==> config.mk <==
export PLATFORM = sky130hd
export DESIGN_NAME = counting_semaphore_table_core_flat
export DESIGN_NICKNAME = d
export VERILOG_FILES = /design/src/hw/rtl/cst_pkg.sv /design/src/hw/rtl/cst_if.sv /design/src/hw/rtl/cst_ram.sv /design/src/hw/rtl/cst_dp.sv /design/src/hw/rtl/cst_ctrl.sv /design/src/hw/rtl/counting_semaphore_table_core.sv /design/src/flat_wrapper.sv
export SDC_FILE = /design/constraint.sdc
export NUM_CORES = 2
export LEC_CHECK = 0
export BUFFER_PORTS_ARGS = -buffer_cell sky130_fd_sc_hd__buf_2
export CAP_MARGIN = 20
export CORE_MARGIN = 1.5
export CORE_UTILIZATION = 36
export DETAILED_ROUTE_END_ITERATION = 8
export PLACE_DENSITY = 0.51
export SLEW_MARGIN = 20
export SYNTH_ARGS = -nofsm -noshare
export SYNTH_HDL_FRONTEND = slang
export SYNTH_SLANG_ARGS = --single-unit
==> constraint.sdc <==
create_clock -name clk -period 14.7 [get_ports clk]
set_input_delay 2.94 -clock clk [delete_from_list [all_inputs] [get_ports clk]]
set_output_delay 2.94 -clock clk [all_outputs]
set_load 0.05 [all_outputs]
==> src/hw/rtl/cst_pkg.sv <==
`timescale 1ns / 1ps
// ----------------------------------------------------------------------------
// Counting semaphore table package
// Shared widths, codes, controller states and the command and status bundles.
// ----------------------------------------------------------------------------
package cst_pkg;

  localparam int NUM_RESOURCES_DEF = 8;
  localparam int NUM_PIDS_DEF      = 32;
  localparam int WAIT_DEPTH_DEF    = 4;

  localparam int ACT_W  = 2;
  localparam int RES_W  = 3;
  localparam int PID_W  = 5;
  localparam int KIND_W = 3;
  localparam int CNT_W  = 8;
  localparam int HELD_W = 8;

  localparam logic signed [CNT_W-1:0] SEM_ZERO = '0;
  localparam logic signed [CNT_W-1:0] SEM_ONE  = CNT_W'(1);
  localparam logic signed [CNT_W-1:0] SEM_MAX  = CNT_W'(127);
  localparam logic signed [CNT_W-1:0] SEM_MIN  = CNT_W'(-128);
  localparam logic [HELD_W-1:0]       HELD_MAX = '1;

  typedef enum logic [ACT_W-1:0] {
    ACT_WAIT    = 2'd0,
    ACT_SIGNAL  = 2'd1,
    ACT_RELEASE = 2'd2,
    ACT_IGNORE  = 2'd3
  } action_t;

  typedef enum logic [KIND_W-1:0] {
    KIND_GRANTED  = 3'd0,
    KIND_BLOCKED  = 3'd1,
    KIND_REFUSED  = 3'd2,
    KIND_SIGNALED = 3'd3,
    KIND_WOKEN    = 3'd4,
    KIND_RELEASED = 3'd5
  } kind_t;

  typedef enum logic [1:0] {
    HELD_INC  = 2'd0,
    HELD_DEC  = 2'd1,
    HELD_ZERO = 2'd2
  } held_fn_t;

  typedef enum logic [4:0] {
    ST_CLEAR,
    ST_IDLE,
    ST_W_RD,
    ST_W_EXEC,
    ST_S_RD,
    ST_S_DEC,
    ST_GB_UP,
    ST_GB_POP,
    ST_GB_QRD,
    ST_GB_HUP,
    ST_GB_SREQ,
    ST_GB_SCHK,
    ST_GB_WAKE,
    ST_S_DONE,
    ST_R_SETUP,
    ST_R_DREQ,
    ST_R_DCHK,
    ST_R_DFIN,
    ST_R_HGET,
    ST_R_HLOOP,
    ST_R_NEXT,
    ST_R_DONE
  } state_t;

  typedef struct packed {
    logic     accept;
    logic     clr_step;
    logic     held_rd;
    logic     held_wr;
    logic     held_q;
    held_fn_t held_fn;
    logic     wait_exec;
    logic     gb_up;
    logic     gb_pop;
    logic     scan_init;
    logic     scan_rd;
    logic     scan_step;
    logic     drop_chk;
    logic     drop_fin;
    logic     h_load;
    logic     h_dec;
    logic     res_inc;
    logic     emit;
    kind_t    kind;
  } cst_cmd_t;

  typedef struct packed {
    logic clr_last;
    logic out_free;
    logic act_release;
    logic gb_wake;
    logic scan_end;
    logic scan_hit;
    logic h_zero;
    logic res_last;
  } cst_stat_t;

endpackage

==> src/hw/rtl/cst_if.sv <==
`timescale 1ns / 1ps
// ----------------------------------------------------------------------------
// Counting semaphore table channels
// Request and result channels with a valid and ready handshake.
// ----------------------------------------------------------------------------
interface cst_in_if import cst_pkg::*; ();
  logic             valid;
  logic             ready;
  logic [ACT_W-1:0] action;
  logic [RES_W-1:0] resource;
  logic [PID_W-1:0] pid;

  modport source (output valid, output action, output resource, output pid, input ready);
  modport sink (input valid, input action, input resource, input pid, output ready);
endinterface

interface cst_out_if import cst_pkg::*; ();
  logic              valid;
  logic              ready;
  logic [KIND_W-1:0] kind;
  logic [PID_W-1:0]  who;
  logic [RES_W-1:0]  which_resource;
  logic              last;

  modport source (output valid, output kind, output who, output which_resource, output last,
                  input ready);
  modport sink (input valid, input kind, input who, input which_resource, input last,
                output ready);
endinterface

==> src/hw/rtl/cst_ram.sv <==
`timescale 1ns / 1ps
// ----------------------------------------------------------------------------
// Generic RAM
// One write port and one read port with registered read data.
// ----------------------------------------------------------------------------
module cst_ram #(
  parameter int WIDTH = 8,
  parameter int DEPTH = 32
) (
  input  logic                     clk,
  input  logic                     we,
  input  logic [$clog2(DEPTH)-1:0] waddr,
  input  logic [WIDTH-1:0]         wdata,
  input  logic                     re,
  input  logic [$clog2(DEPTH)-1:0] raddr,
  output logic [WIDTH-1:0]         rdata
);

  logic [WIDTH-1:0] mem [DEPTH];

  always_ff @(posedge clk) begin
    if (we) begin
      mem[waddr] <= wdata;
    end
    if (re) begin
      rdata <= mem[raddr];
    end
  end

endmodule

==> src/hw/rtl/cst_dp.sv <==
`timescale 1ns / 1ps
// ----------------------------------------------------------------------------
// Counting semaphore table datapath
// Counts, queue pointers, the wait queue and held count memories, and the
// result register.
// ----------------------------------------------------------------------------
module cst_dp import cst_pkg::*; #(
  parameter int NUM_RESOURCES = NUM_RESOURCES_DEF,
  parameter int NUM_PIDS      = NUM_PIDS_DEF,
  parameter int WAIT_DEPTH    = WAIT_DEPTH_DEF
) (
  input  logic             clk,
  input  logic             rst_n,
  input  logic [ACT_W-1:0] in_action,
  input  logic [RES_W-1:0] in_resource,
  input  logic [PID_W-1:0] in_pid,
  input  cst_cmd_t         cmd,
  output cst_stat_t        stat,
  cst_out_if.source        out_ch
);

  localparam int RW    = (NUM_RESOURCES > 1) ? $clog2(NUM_RESOURCES) : 1;
  localparam int PW    = $clog2(NUM_PIDS);
  localparam int DW    = (WAIT_DEPTH > 1) ? $clog2(WAIT_DEPTH) : 1;
  localparam int FW    = $clog2(WAIT_DEPTH + 1);
  localparam int SW    = FW + 1;
  localparam int HAW   = RW + PW;
  localparam int QAW   = RW + DW;
  localparam int HDEPTH = 1 << HAW;
  localparam int QDEPTH = 1 << QAW;

  function automatic logic [RW-1:0] fold_res(input logic [RES_W-1:0] v);
    int m;
    m = 0;
    for (int k = 1; k < (1 << RES_W); k++) begin
      if (int'(v) >= k * NUM_RESOURCES) m = k;
    end
    return RW'(int'(v) - m * NUM_RESOURCES);
  endfunction

  function automatic logic [PW-1:0] fold_pid(input logic [PID_W-1:0] v);
    int m;
    m = 0;
    for (int k = 1; k < (1 << PID_W); k++) begin
      if (int'(v) >= k * NUM_PIDS) m = k;
    end
    return PW'(int'(v) - m * NUM_PIDS);
  endfunction

  function automatic logic [DW-1:0] ring(input logic [DW-1:0] base, input logic [FW-1:0] ofs);
    logic [SW-1:0] s;
    s = SW'(base) + SW'(ofs);
    if (s >= SW'(WAIT_DEPTH)) s = s - SW'(WAIT_DEPTH);
    return DW'(s);
  endfunction

  logic [ACT_W-1:0]        act_r;
  logic [RW-1:0]           res_r;
  logic [PW-1:0]           pid_r;
  logic [PW-1:0]           q_r;
  logic [HELD_W-1:0]       h_r;
  logic [FW-1:0]           i_r;
  logic [FW-1:0]           kcnt_r;
  logic [HAW-1:0]          clr_r;
  logic signed [CNT_W-1:0] sem_r    [NUM_RESOURCES];
  logic signed [CNT_W-1:0] sem_nxt  [NUM_RESOURCES];
  logic [DW-1:0]           head_r   [NUM_RESOURCES];
  logic [DW-1:0]           head_nxt [NUM_RESOURCES];
  logic [FW-1:0]           fill_r   [NUM_RESOURCES];
  logic [FW-1:0]           fill_nxt [NUM_RESOURCES];

  logic                    out_valid_r;
  logic [KIND_W-1:0]       out_kind_r;
  logic [PID_W-1:0]        out_who_r;
  logic [RES_W-1:0]        out_res_r;
  logic                    out_last_r;

  logic signed [CNT_W-1:0] sem_cur;
  logic signed [CNT_W-1:0] sem_inc;
  logic signed [CNT_W-1:0] sem_dec;
  logic [DW-1:0]           head_cur;
  logic [FW-1:0]           fill_cur;
  logic                    grant;
  logic                    full;
  logic                    drop_hit;
  logic                    out_free;
  logic                    do_emit;
  kind_t                   emit_kind;
  kind_t                   wait_kind;

  logic [HELD_W-1:0]       held_dout;
  logic [HELD_W-1:0]       held_din;
  logic [PW-1:0]           held_pid;
  logic                    held_we;
  logic [HAW-1:0]          held_waddr;
  logic [PW-1:0]           queue_dout;
  logic [PW-1:0]           queue_din;
  logic                    queue_we;
  logic                    queue_re;
  logic [DW-1:0]           queue_rslot;
  logic [DW-1:0]           queue_wslot;

  assign sem_cur  = sem_r[res_r];
  assign head_cur = head_r[res_r];
  assign fill_cur = fill_r[res_r];
  assign sem_inc  = (sem_cur == SEM_MAX) ? sem_cur : sem_cur + SEM_ONE;
  assign sem_dec  = (sem_cur == SEM_MIN) ? sem_cur : sem_cur - SEM_ONE;
  assign grant    = sem_cur > SEM_ZERO;
  assign full     = fill_cur >= FW'(WAIT_DEPTH);
  assign drop_hit = queue_dout == pid_r;
  assign out_free = !out_valid_r || out_ch.ready;

  always_comb begin
    if (grant) begin
      wait_kind = KIND_GRANTED;
    end else if (full) begin
      wait_kind = KIND_REFUSED;
    end else begin
      wait_kind = KIND_BLOCKED;
    end
  end

  assign do_emit   = cmd.emit || cmd.wait_exec;
  assign emit_kind = cmd.wait_exec ? wait_kind : cmd.kind;

  // Held count memory.
  assign held_pid   = cmd.held_q ? q_r : pid_r;
  assign held_we    = cmd.clr_step || cmd.held_wr || (cmd.wait_exec && grant);
  assign held_waddr = cmd.clr_step ? clr_r : {res_r, held_pid};

  always_comb begin
    if (cmd.clr_step) begin
      held_din = '0;
    end else if (cmd.wait_exec) begin
      held_din = (held_dout == HELD_MAX) ? held_dout : held_dout + HELD_W'(1);
    end else begin
      case (cmd.held_fn)
        HELD_INC:  held_din = (held_dout == HELD_MAX) ? held_dout : held_dout + HELD_W'(1);
        HELD_DEC:  held_din = (held_dout == '0) ? held_dout : held_dout - HELD_W'(1);
        default:   held_din = '0;
      endcase
    end
  end

  cst_ram #(
    .WIDTH (HELD_W),
    .DEPTH (HDEPTH)
  ) u_held_ram (
    .clk   (clk),
    .we    (held_we),
    .waddr (held_waddr),
    .wdata (held_din),
    .re    (cmd.held_rd),
    .raddr ({res_r, held_pid}),
    .rdata (held_dout)
  );

  // Wait queue memory, one ring of slots per resource.
  assign queue_rslot = ring(head_cur, cmd.gb_up ? '0 : i_r);
  assign queue_wslot = ring(head_cur, cmd.wait_exec ? fill_cur : kcnt_r);
  assign queue_re    = cmd.gb_up || cmd.scan_rd;
  assign queue_we    = (cmd.wait_exec && !grant && !full) || (cmd.drop_chk && !drop_hit);
  assign queue_din   = cmd.wait_exec ? pid_r : queue_dout;

  cst_ram #(
    .WIDTH (PW),
    .DEPTH (QDEPTH)
  ) u_queue_ram (
    .clk   (clk),
    .we    (queue_we),
    .waddr ({res_r, queue_wslot}),
    .wdata (queue_din),
    .re    (queue_re),
    .raddr ({res_r, queue_rslot}),
    .rdata (queue_dout)
  );

  always_comb begin
    sem_nxt  = sem_r;
    head_nxt = head_r;
    fill_nxt = fill_r;
    if (cmd.wait_exec) begin
      if (grant) begin
        sem_nxt[res_r] = sem_cur - SEM_ONE;
      end else if (!full) begin
        sem_nxt[res_r]  = sem_dec;
        fill_nxt[res_r] = fill_cur + FW'(1);
      end
    end
    if (cmd.gb_up || (cmd.drop_chk && drop_hit)) begin
      sem_nxt[res_r] = sem_inc;
    end
    if (cmd.gb_pop) begin
      head_nxt[res_r] = ring(head_cur, FW'(1));
      fill_nxt[res_r] = fill_cur - FW'(1);
    end
    if (cmd.drop_fin) begin
      fill_nxt[res_r] = kcnt_r;
    end
  end

  always_ff @(posedge clk) begin
    if (!rst_n) begin
      for (int k = 0; k < NUM_RESOURCES; k++) begin
        sem_r[k]  <= SEM_ONE;
        head_r[k] <= '0;
        fill_r[k] <= '0;
      end
      clr_r <= '0;
    end else begin
      sem_r  <= sem_nxt;
      head_r <= head_nxt;
      fill_r <= fill_nxt;
      if (cmd.clr_step) begin
        clr_r <= clr_r + HAW'(1);
      end
    end
  end

  always_ff @(posedge clk) begin
    if (!rst_n) begin
      act_r <= '0;
      res_r <= '0;
      pid_r <= '0;
    end else if (cmd.accept) begin
      act_r <= in_action;
      res_r <= (in_action == ACT_RELEASE) ? '0 : fold_res(in_resource);
      pid_r <= fold_pid(in_pid);
    end else if (cmd.res_inc) begin
      res_r <= res_r + RW'(1);
    end
    if (cmd.gb_pop) begin
      q_r <= queue_dout;
    end
    if (cmd.h_load) begin
      h_r <= held_dout;
    end else if (cmd.h_dec) begin
      h_r <= h_r - HELD_W'(1);
    end
    if (cmd.scan_init) begin
      i_r    <= '0;
      kcnt_r <= '0;
    end else if (cmd.scan_step) begin
      i_r <= i_r + FW'(1);
    end else if (cmd.drop_chk) begin
      i_r <= i_r + FW'(1);
      if (!drop_hit) begin
        kcnt_r <= kcnt_r + FW'(1);
      end
    end
  end

  always_ff @(posedge clk) begin
    if (!rst_n) begin
      out_valid_r <= 1'b0;
    end else if (do_emit) begin
      out_valid_r <= 1'b1;
    end else if (out_ch.ready) begin
      out_valid_r <= 1'b0;
    end
  end

  always_ff @(posedge clk) begin
    if (do_emit) begin
      out_kind_r <= emit_kind;
      out_who_r  <= (emit_kind == KIND_WOKEN) ? PID_W'(q_r) : PID_W'(pid_r);
      out_res_r  <= (emit_kind == KIND_RELEASED) ? '0 : RES_W'(res_r);
      out_last_r <= emit_kind != KIND_WOKEN;
    end
  end

  assign out_ch.valid          = out_valid_r;
  assign out_ch.kind           = out_kind_r;
  assign out_ch.who            = out_who_r;
  assign out_ch.which_resource = out_res_r;
  assign out_ch.last           = out_last_r;

  assign stat.clr_last    = &clr_r;
  assign stat.out_free    = out_free;
  assign stat.act_release = act_r == ACT_RELEASE;
  assign stat.gb_wake     = (sem_inc <= SEM_ZERO) && (fill_cur != '0);
  assign stat.scan_end    = i_r == fill_cur;
  assign stat.scan_hit    = queue_dout == q_r;
  assign stat.h_zero      = h_r == '0;
  assign stat.res_last    = res_r == RW'(NUM_RESOURCES - 1);

`ifndef SYNTHESIS
  a_fill_bound: assert property (@(posedge clk) disable iff (!rst_n)
    fill_cur <= FW'(WAIT_DEPTH))
    else $error("queue fill above depth");

  a_emit_free: assert property (@(posedge clk) disable iff (!rst_n)
    do_emit |-> out_free)
    else $error("result issued while result register busy");

  a_pop_nonempty: assert property (@(posedge clk) disable iff (!rst_n)
    cmd.gb_pop |-> fill_cur != '0)
    else $error("pop from empty wait queue");

  a_keep_bound: assert property (@(posedge clk) disable iff (!rst_n)
    cmd.drop_chk |-> kcnt_r <= i_r)
    else $error("compaction write ahead of scan");
`endif

endmodule

==> src/hw/rtl/cst_ctrl.sv <==
`timescale 1ns / 1ps
// ----------------------------------------------------------------------------
// Counting semaphore table controller
// Sequences the clearing pass, waits, signals and releases over the datapath.
// ----------------------------------------------------------------------------
module cst_ctrl import cst_pkg::*; (
  input  logic             clk,
  input  logic             rst_n,
  input  logic             in_valid,
  input  logic [ACT_W-1:0] in_action,
  output logic             in_ready,
  input  cst_stat_t        stat,
  output cst_cmd_t         cmd
);

  state_t state_r;
  state_t state_nxt;
  state_t ret_st;

  always_ff @(posedge clk) begin
    if (!rst_n) begin
      state_r <= ST_CLEAR;
    end else begin
      state_r <= state_nxt;
    end
  end

  assign ret_st = stat.act_release ? ST_R_HLOOP : ST_S_DONE;

  always_comb begin
    state_nxt = state_r;
    cmd       = '0;
    in_ready  = 1'b0;
    case (state_r)
      ST_CLEAR: begin
        cmd.clr_step = 1'b1;
        if (stat.clr_last) state_nxt = ST_IDLE;
      end
      ST_IDLE: begin
        in_ready = 1'b1;
        if (in_valid) begin
          cmd.accept = 1'b1;
          case (in_action)
            ACT_WAIT:    state_nxt = ST_W_RD;
            ACT_SIGNAL:  state_nxt = ST_S_RD;
            ACT_RELEASE: state_nxt = ST_R_SETUP;
            default:     state_nxt = ST_IDLE;
          endcase
        end
      end
      ST_W_RD: begin
        cmd.held_rd = 1'b1;
        state_nxt   = ST_W_EXEC;
      end
      ST_W_EXEC: begin
        if (stat.out_free) begin
          cmd.wait_exec = 1'b1;
          state_nxt     = ST_IDLE;
        end
      end
      ST_S_RD: begin
        cmd.held_rd = 1'b1;
        state_nxt   = ST_S_DEC;
      end
      ST_S_DEC: begin
        cmd.held_wr = 1'b1;
        cmd.held_fn = HELD_DEC;
        state_nxt   = ST_GB_UP;
      end
      ST_GB_UP: begin
        cmd.gb_up = 1'b1;
        state_nxt = stat.gb_wake ? ST_GB_POP : ret_st;
      end
      ST_GB_POP: begin
        cmd.gb_pop = 1'b1;
        state_nxt  = ST_GB_QRD;
      end
      ST_GB_QRD: begin
        cmd.held_rd = 1'b1;
        cmd.held_q  = 1'b1;
        state_nxt   = ST_GB_HUP;
      end
      ST_GB_HUP: begin
        cmd.held_wr   = 1'b1;
        cmd.held_q    = 1'b1;
        cmd.held_fn   = HELD_INC;
        cmd.scan_init = 1'b1;
        state_nxt     = ST_GB_SREQ;
      end
      ST_GB_SREQ: begin
        if (stat.scan_end) begin
          state_nxt = ST_GB_WAKE;
        end else begin
          cmd.scan_rd = 1'b1;
          state_nxt   = ST_GB_SCHK;
        end
      end
      ST_GB_SCHK: begin
        if (stat.scan_hit) begin
          state_nxt = ret_st;
        end else begin
          cmd.scan_step = 1'b1;
          state_nxt     = ST_GB_SREQ;
        end
      end
      ST_GB_WAKE: begin
        if (stat.out_free) begin
          cmd.emit  = 1'b1;
          cmd.kind  = KIND_WOKEN;
          state_nxt = ret_st;
        end
      end
      ST_S_DONE: begin
        if (stat.out_free) begin
          cmd.emit  = 1'b1;
          cmd.kind  = KIND_SIGNALED;
          state_nxt = ST_IDLE;
        end
      end
      ST_R_SETUP: begin
        cmd.scan_init = 1'b1;
        state_nxt     = ST_R_DREQ;
      end
      ST_R_DREQ: begin
        if (stat.scan_end) begin
          state_nxt = ST_R_DFIN;
        end else begin
          cmd.scan_rd = 1'b1;
          state_nxt   = ST_R_DCHK;
        end
      end
      ST_R_DCHK: begin
        cmd.drop_chk = 1'b1;
        state_nxt    = ST_R_DREQ;
      end
      ST_R_DFIN: begin
        cmd.drop_fin = 1'b1;
        cmd.held_rd  = 1'b1;
        state_nxt    = ST_R_HGET;
      end
      ST_R_HGET: begin
        cmd.h_load  = 1'b1;
        cmd.held_wr = 1'b1;
        cmd.held_fn = HELD_ZERO;
        state_nxt   = ST_R_HLOOP;
      end
      ST_R_HLOOP: begin
        if (stat.h_zero) begin
          state_nxt = ST_R_NEXT;
        end else begin
          cmd.h_dec = 1'b1;
          state_nxt = ST_GB_UP;
        end
      end
      ST_R_NEXT: begin
        if (stat.res_last) begin
          state_nxt = ST_R_DONE;
        end else begin
          cmd.res_inc = 1'b1;
          state_nxt   = ST_R_SETUP;
        end
      end
      ST_R_DONE: begin
        if (stat.out_free) begin
          cmd.emit  = 1'b1;
          cmd.kind  = KIND_RELEASED;
          state_nxt = ST_IDLE;
        end
      end
      default: begin
        state_nxt = ST_IDLE;
      end
    endcase
  end

endmodule

==> src/hw/rtl/counting_semaphore_table_core.sv <==
`timescale 1ns / 1ps
// After reset the block sweeps each entry of its held count memory to zero
// (NUM_RESOURCES rounded up to a power of two times NUM_PIDS rounded up to a
// power of two entries, 256 at the defaults); no item is accepted until then.
// Items are handled one at a time by a state machine over the shared memory
// ports: a wait reads the held count, then executes; a signal lowers it, gives
// a unit back and on a wakeup pops the queue, raises the woken process's held
// count and scans the rest of the queue for it. A release visits every
// resource in turn, dropping the process's queued waits, then running one
// give-back per unit it held there. Each result leaves through a register;
// while the next stage holds it off, the next result waits until it drains.
// ----------------------------------------------------------------------------
// Counting semaphore table core
// Table of counting semaphores with FIFO wait queues and per-process holdings.
// ----------------------------------------------------------------------------
module counting_semaphore_table_core import cst_pkg::*; #(
  parameter int NUM_RESOURCES = NUM_RESOURCES_DEF,
  parameter int NUM_PIDS      = NUM_PIDS_DEF,
  parameter int WAIT_DEPTH    = WAIT_DEPTH_DEF
) (
  input  logic       clk,
  input  logic       rst_n,
  cst_in_if.sink     in_ch,
  cst_out_if.source  out_ch
);

  cst_cmd_t  cmd;
  cst_stat_t stat;
  logic      ctrl_ready;

  assign in_ch.ready = ctrl_ready;

  cst_ctrl u_ctrl (
    .clk       (clk),
    .rst_n     (rst_n),
    .in_valid  (in_ch.valid),
    .in_action (in_ch.action),
    .in_ready  (ctrl_ready),
    .stat      (stat),
    .cmd       (cmd)
  );

  cst_dp #(
    .NUM_RESOURCES (NUM_RESOURCES),
    .NUM_PIDS      (NUM_PIDS),
    .WAIT_DEPTH    (WAIT_DEPTH)
  ) u_dp (
    .clk         (clk),
    .rst_n       (rst_n),
    .in_action   (in_ch.action),
    .in_resource (in_ch.resource),
    .in_pid      (in_ch.pid),
    .cmd         (cmd),
    .stat        (stat),
    .out_ch      (out_ch)
  );

endmodule

==> src/flat_wrapper.sv <==
// flat-port wrapper written by rule: the top's interface ports become plain ports
module counting_semaphore_table_core_flat import cst_pkg::*;
#(
  parameter int NUM_RESOURCES = NUM_RESOURCES_DEF,
  parameter int NUM_PIDS      = NUM_PIDS_DEF,
  parameter int WAIT_DEPTH    = WAIT_DEPTH_DEF
)
  (clk, rst_n, in_ch_valid, in_ch_action, in_ch_resource, in_ch_pid, in_ch_ready, out_ch_valid, out_ch_kind, out_ch_who, out_ch_which_resource, out_ch_last, out_ch_ready);
  cst_in_if in_ch_i ();
  cst_out_if out_ch_i ();
  input  logic clk;
  input  logic rst_n;
  input wire logic [$bits(in_ch_i.valid)-1:0] in_ch_valid;
  input wire logic [$bits(in_ch_i.action)-1:0] in_ch_action;
  input wire logic [$bits(in_ch_i.resource)-1:0] in_ch_resource;
  input wire logic [$bits(in_ch_i.pid)-1:0] in_ch_pid;
  output wire logic [$bits(in_ch_i.ready)-1:0] in_ch_ready;
  output wire logic [$bits(out_ch_i.valid)-1:0] out_ch_valid;
  output wire logic [$bits(out_ch_i.kind)-1:0] out_ch_kind;
  output wire logic [$bits(out_ch_i.who)-1:0] out_ch_who;
  output wire logic [$bits(out_ch_i.which_resource)-1:0] out_ch_which_resource;
  output wire logic [$bits(out_ch_i.last)-1:0] out_ch_last;
  input wire logic [$bits(out_ch_i.ready)-1:0] out_ch_ready;
  assign in_ch_i.valid = in_ch_valid;
  assign in_ch_i.action = in_ch_action;
  assign in_ch_i.resource = in_ch_resource;
  assign in_ch_i.pid = in_ch_pid;
  assign in_ch_ready = in_ch_i.ready;
  assign out_ch_valid = out_ch_i.valid;
  assign out_ch_kind = out_ch_i.kind;
  assign out_ch_who = out_ch_i.who;
  assign out_ch_which_resource = out_ch_i.which_resource;
  assign out_ch_last = out_ch_i.last;
  assign out_ch_i.ready = out_ch_ready;
  counting_semaphore_table_core #(.NUM_RESOURCES(NUM_RESOURCES), .NUM_PIDS(NUM_PIDS), .WAIT_DEPTH(WAIT_DEPTH)) u_core (.clk(clk), .rst_n(rst_n), .in_ch(in_ch_i), .out_ch(out_ch_i));
endmodule
==> metrics.cfg <==
[clock_network]
ctsHoldBuffers=0
cts_max_level=4
cts_tree=yes
cts_resized=0
post_cts_buffers=0
path_clk_slew_ns=0.06
clkSinkCount=2380
cts_root_buf=clkbuf_16
clk_latency_ns=0.92
clockBufferDepth=4
cts_buffers=248

[outcome]
outcome=finished, final reports clean

[setup_path]
path_max_fanout=132
critical_path_buf_inv_count=4
cp.arrival_ns=7.85
rr_worst_depth=12
cp-start-kind=register
crit_slowest_cell=dfxtp_1
r2r_start=u_core.u_ctrl.state_r[3]
critical_path_required_ns=15.34
cp_cell_sequence=nor4b_4 > buf_4 > mux2_8 > buf_4 > buf_12 > buf_12 > mux2i_1 > o22ai_1 > nor4_1 > nor3_1 > nor4_1 > nand4_1
crit_family=simple AND/OR/NAND/NOR gates
r2r_end=u_core.u_dp.u_held_ram.rdata[1]
reg2reg_setup_slack_ns=7.49
crit_type=register to register
endpoint_kind=register
slowest_delay_ns=0.85

[sta]
max-slew-margin-rel=0.200
period_needed_ns=7.21
slew_viol_final=0
tightest_slew_ns=1.19
skew_ns=0.103
hold_viol=0
period_share=0.490
setup_viol=0
clock.fmax_ghz=0.139
tns_ns=0
rsz0062_at_grt=no

[floorplanning]
ios=28
start_util=0.361
die_w_um=521
die_height_um=521
rows=190
dieArea_um2=272000
core_um2=268000

[routing]
dr.pass1.iters=6
wl_um=312000
num_vias=60258
drc_errors=0
drtIter0Drc=7298
viasPerCell=5.76
detail-route-antenna-nets=0
wire_per_inst_um=29.9

[yosys]
syn-cell-area_um2=96800
ys_types=94
ys_seq_elements=2380
synthArstFlopShare=0
syn_inst=6702
synth_nets=6738
yosysWarningCount=0
synth_ff_type=edfxtp_1
yosysSeqAreaShare=0.725
synth-edff-count=2246
avgSynthCellArea_um2=14.4

[place]
dpl.hpwl_um=187000
port_buffers=27
place_congestion=0.873
place_area_um2=101000

[finish]
layout.nets=6743
stdcell_area_um2=109000
drive_gt1_frac=0.115
final_common_cell=edfxtp_1
n_fill_cell=24572
syn_to_final_growth_pct=12.7
final_cell_mix=2,246 x edfxtp_1, 933 x nand2_1, 460 x nor2_1

[grt]
grtUsageTotal=0.225
overflow=0
grt_max_degree=148
grt_pass1_wl_um=442000
grt_pass1_vias=58806
antenna_found_initial=17

[power_and_ir_drop]
ir_drop_uv=93.5
power.leakage_nw=36.6
powerDensity_nw_per_um2=125

[flow_run]
cap_viol_max_count=0

[min_path]
whs_endpoint=u_core.u_dp.sem_r[33]
hold_start=u_core.u_dp.sem_r[33]
worst_hold_path_type=register to register
min_path_cells=2

-- how the worst max path moves through the flow --
stage	from	end	slack [ns]	cells after the start
global placement	u_core.u_ctrl.state_r[3]	u_core.u_dp.u_held_ram.rdata[5]	7.58	12
CTS	u_core.u_ctrl.state_r[3]	u_core.u_dp.u_held_ram.rdata[5]	7.57	12
detailed placement	u_core.u_ctrl.state_r[3]	u_core.u_dp.u_held_ram.rdata[5]	7.55	12
floorplan	u_core.u_dp.u_held_ram.rdata[0]	u_core.u_dp.u_held_ram.mem[0][5]	0.30	9
global route	u_core.u_ctrl.state_r[3]	u_core.u_dp.u_held_ram.rdata[1]	7.23	12
finish	u_core.u_ctrl.state_r[3]	u_core.u_dp.u_held_ram.rdata[1]	7.49	12
-- flip-flops by register name, summed over array words and instances (netlist names) --
name / cells
u_core.u_dp.head_r: 16
u_core.u_dp.u_held_ram.rdata: 8
u_core.u_dp.pid_r: 5
u_core.u_dp.u_queue_ram.rdata: 5
u_core.u_dp.out_ch.who: 5
u_core.u_dp.out_ch.last: 1
u_core.u_ctrl.state_r: 5
u_core.u_dp.res_r: 3
u_core.u_dp.kcnt_r: 3
u_core.u_dp.u_queue_ram.mem: 160
u_core.u_dp.h_r: 8
u_core.u_dp.q_r: 5
u_core.u_dp.u_held_ram.mem: 2048
u_core.u_dp.out_ch.which_resource: 3
u_core.u_dp.out_ch.valid: 1
u_core.u_dp.out_ch.kind: 3
u_core.u_dp.act_r: 2
u_core.u_dp.i_r: 3
u_core.u_dp.sem_r: 64
u_core.u_dp.clr_r: 8
u_core.u_dp.fill_r: 24
-- per-stage QoR --
| step | worst slack (ns) | hold slack (ns) | power (mW) | util | std cells |
|---|---|---|---|---|---|
| final | 7.49 | 0.472 | 13.7 | 0.407 | 10462 |
| after global routing | 7.23 | 0.499 | 14.0 | 0.407 | 10456 |
| after CTS | 7.57 | 0.472 | 13.7 | 0.407 | 10454 |
| after detailed placement | 7.55 | 0.462 | 7.54 | 0.377 | 10008 |
| after global placement | 7.58 | 0.448 | 7.54 | 0.377 | 10005 |
| after floorplan | 0.302 | 0.435 | 7.49 | - | 6702 |
-- cells by family (layout without fill, tap and decap cells) --
kind of cell / count (synthesis) / in the layout / synth area share
XOR/XNOR: 46 / 46 / 0.00424
AO/OA/AOI/OAI: 1280 / 1280 / 0.0881
adder cells (fa/ha/maj): 23 / 23 / 0.00296
multiplexers: 575 / 575 / 0.0707
buffers and inverters: 466 / 667 / 0.0228
other: 0 / 7 / 0
flip-flops: 2380 / 2380 / 0.725
AND/OR/NAND/NOR: 1932 / 1932 / 0.0863
-- report_power, final --
part	switching [mW]	internal, mW	leakage, nW	total, mW
Clock	2.65	3.61	3.87	6.26
Combinational	0.0668	0.0154	6.20	0.0822
Sequential	0.00363	7.31	26.6	7.31
-- worst register-to-register path, stage by stage, from the launching register on --
cell     delay [ns]
dfxtp_1        0.85
nor4b_4        0.33
buf_4          0.46
mux2_8         0.69
buf_4          0.75
buf_12         0.54
buf_12         0.81
mux2i_1        0.40
o22ai_1        0.13
nor4_1         0.71
nor3_1         0.38
nor4_1         0.80
nand4_1        0.15
-- metal layers --
layer	vias up	wire length (um)	global-route usage
met5	-	96	0
met4	14	9880	0.0705
met3	473	26000	0.0399
met2	2669	144000	0.357
met1	31118	132000	0.315
li1	25984	-	-
-- synthesized netlist by cell type (81+ instances only) --
| cell | n | share of area |
|---|---|---|
| a21oi_1 | 368 | 0.019 |
| a221oi_1 | 87 | 0.0079 |
| buf_2 | 147 | 0.0076 |
| clkbuf_1 | 203 | 0.0079 |
| dfxtp_1 | 134 | 0.028 |
| edfxtp_1 | 2246 | 0.70 |
| mux2i_1 | 443 | 0.046 |
| mux4_2 | 81 | 0.019 |
| nand2_1 | 946 | 0.037 |
| nand3_1 | 152 | 0.0079 |
| nor2_1 | 474 | 0.018 |
| nor3_1 | 115 | 0.0059 |
| nor4_1 | 83 | 0.0054 |
| o21ai_0 | 209 | 0.011 |
| o22ai_1 | 156 | 0.010 |
-- area by class of cell --
class	instances	area [um^2]	area share
Antenna cell	7	17.5	0.000161
Clock inverter	153	1510	0.0139
Clock buffer	293	6490	0.0595
Inverter	26	103	0.000941
Sequential cell	2380	70100	0.643
Timing Repair Buffer	195	1490	0.0136
Multi-Input combinational cell	3856	24800	0.228
Tap cell	3552	4440	0.0408
Note: power is estimated with default switching activity, not from simulation.
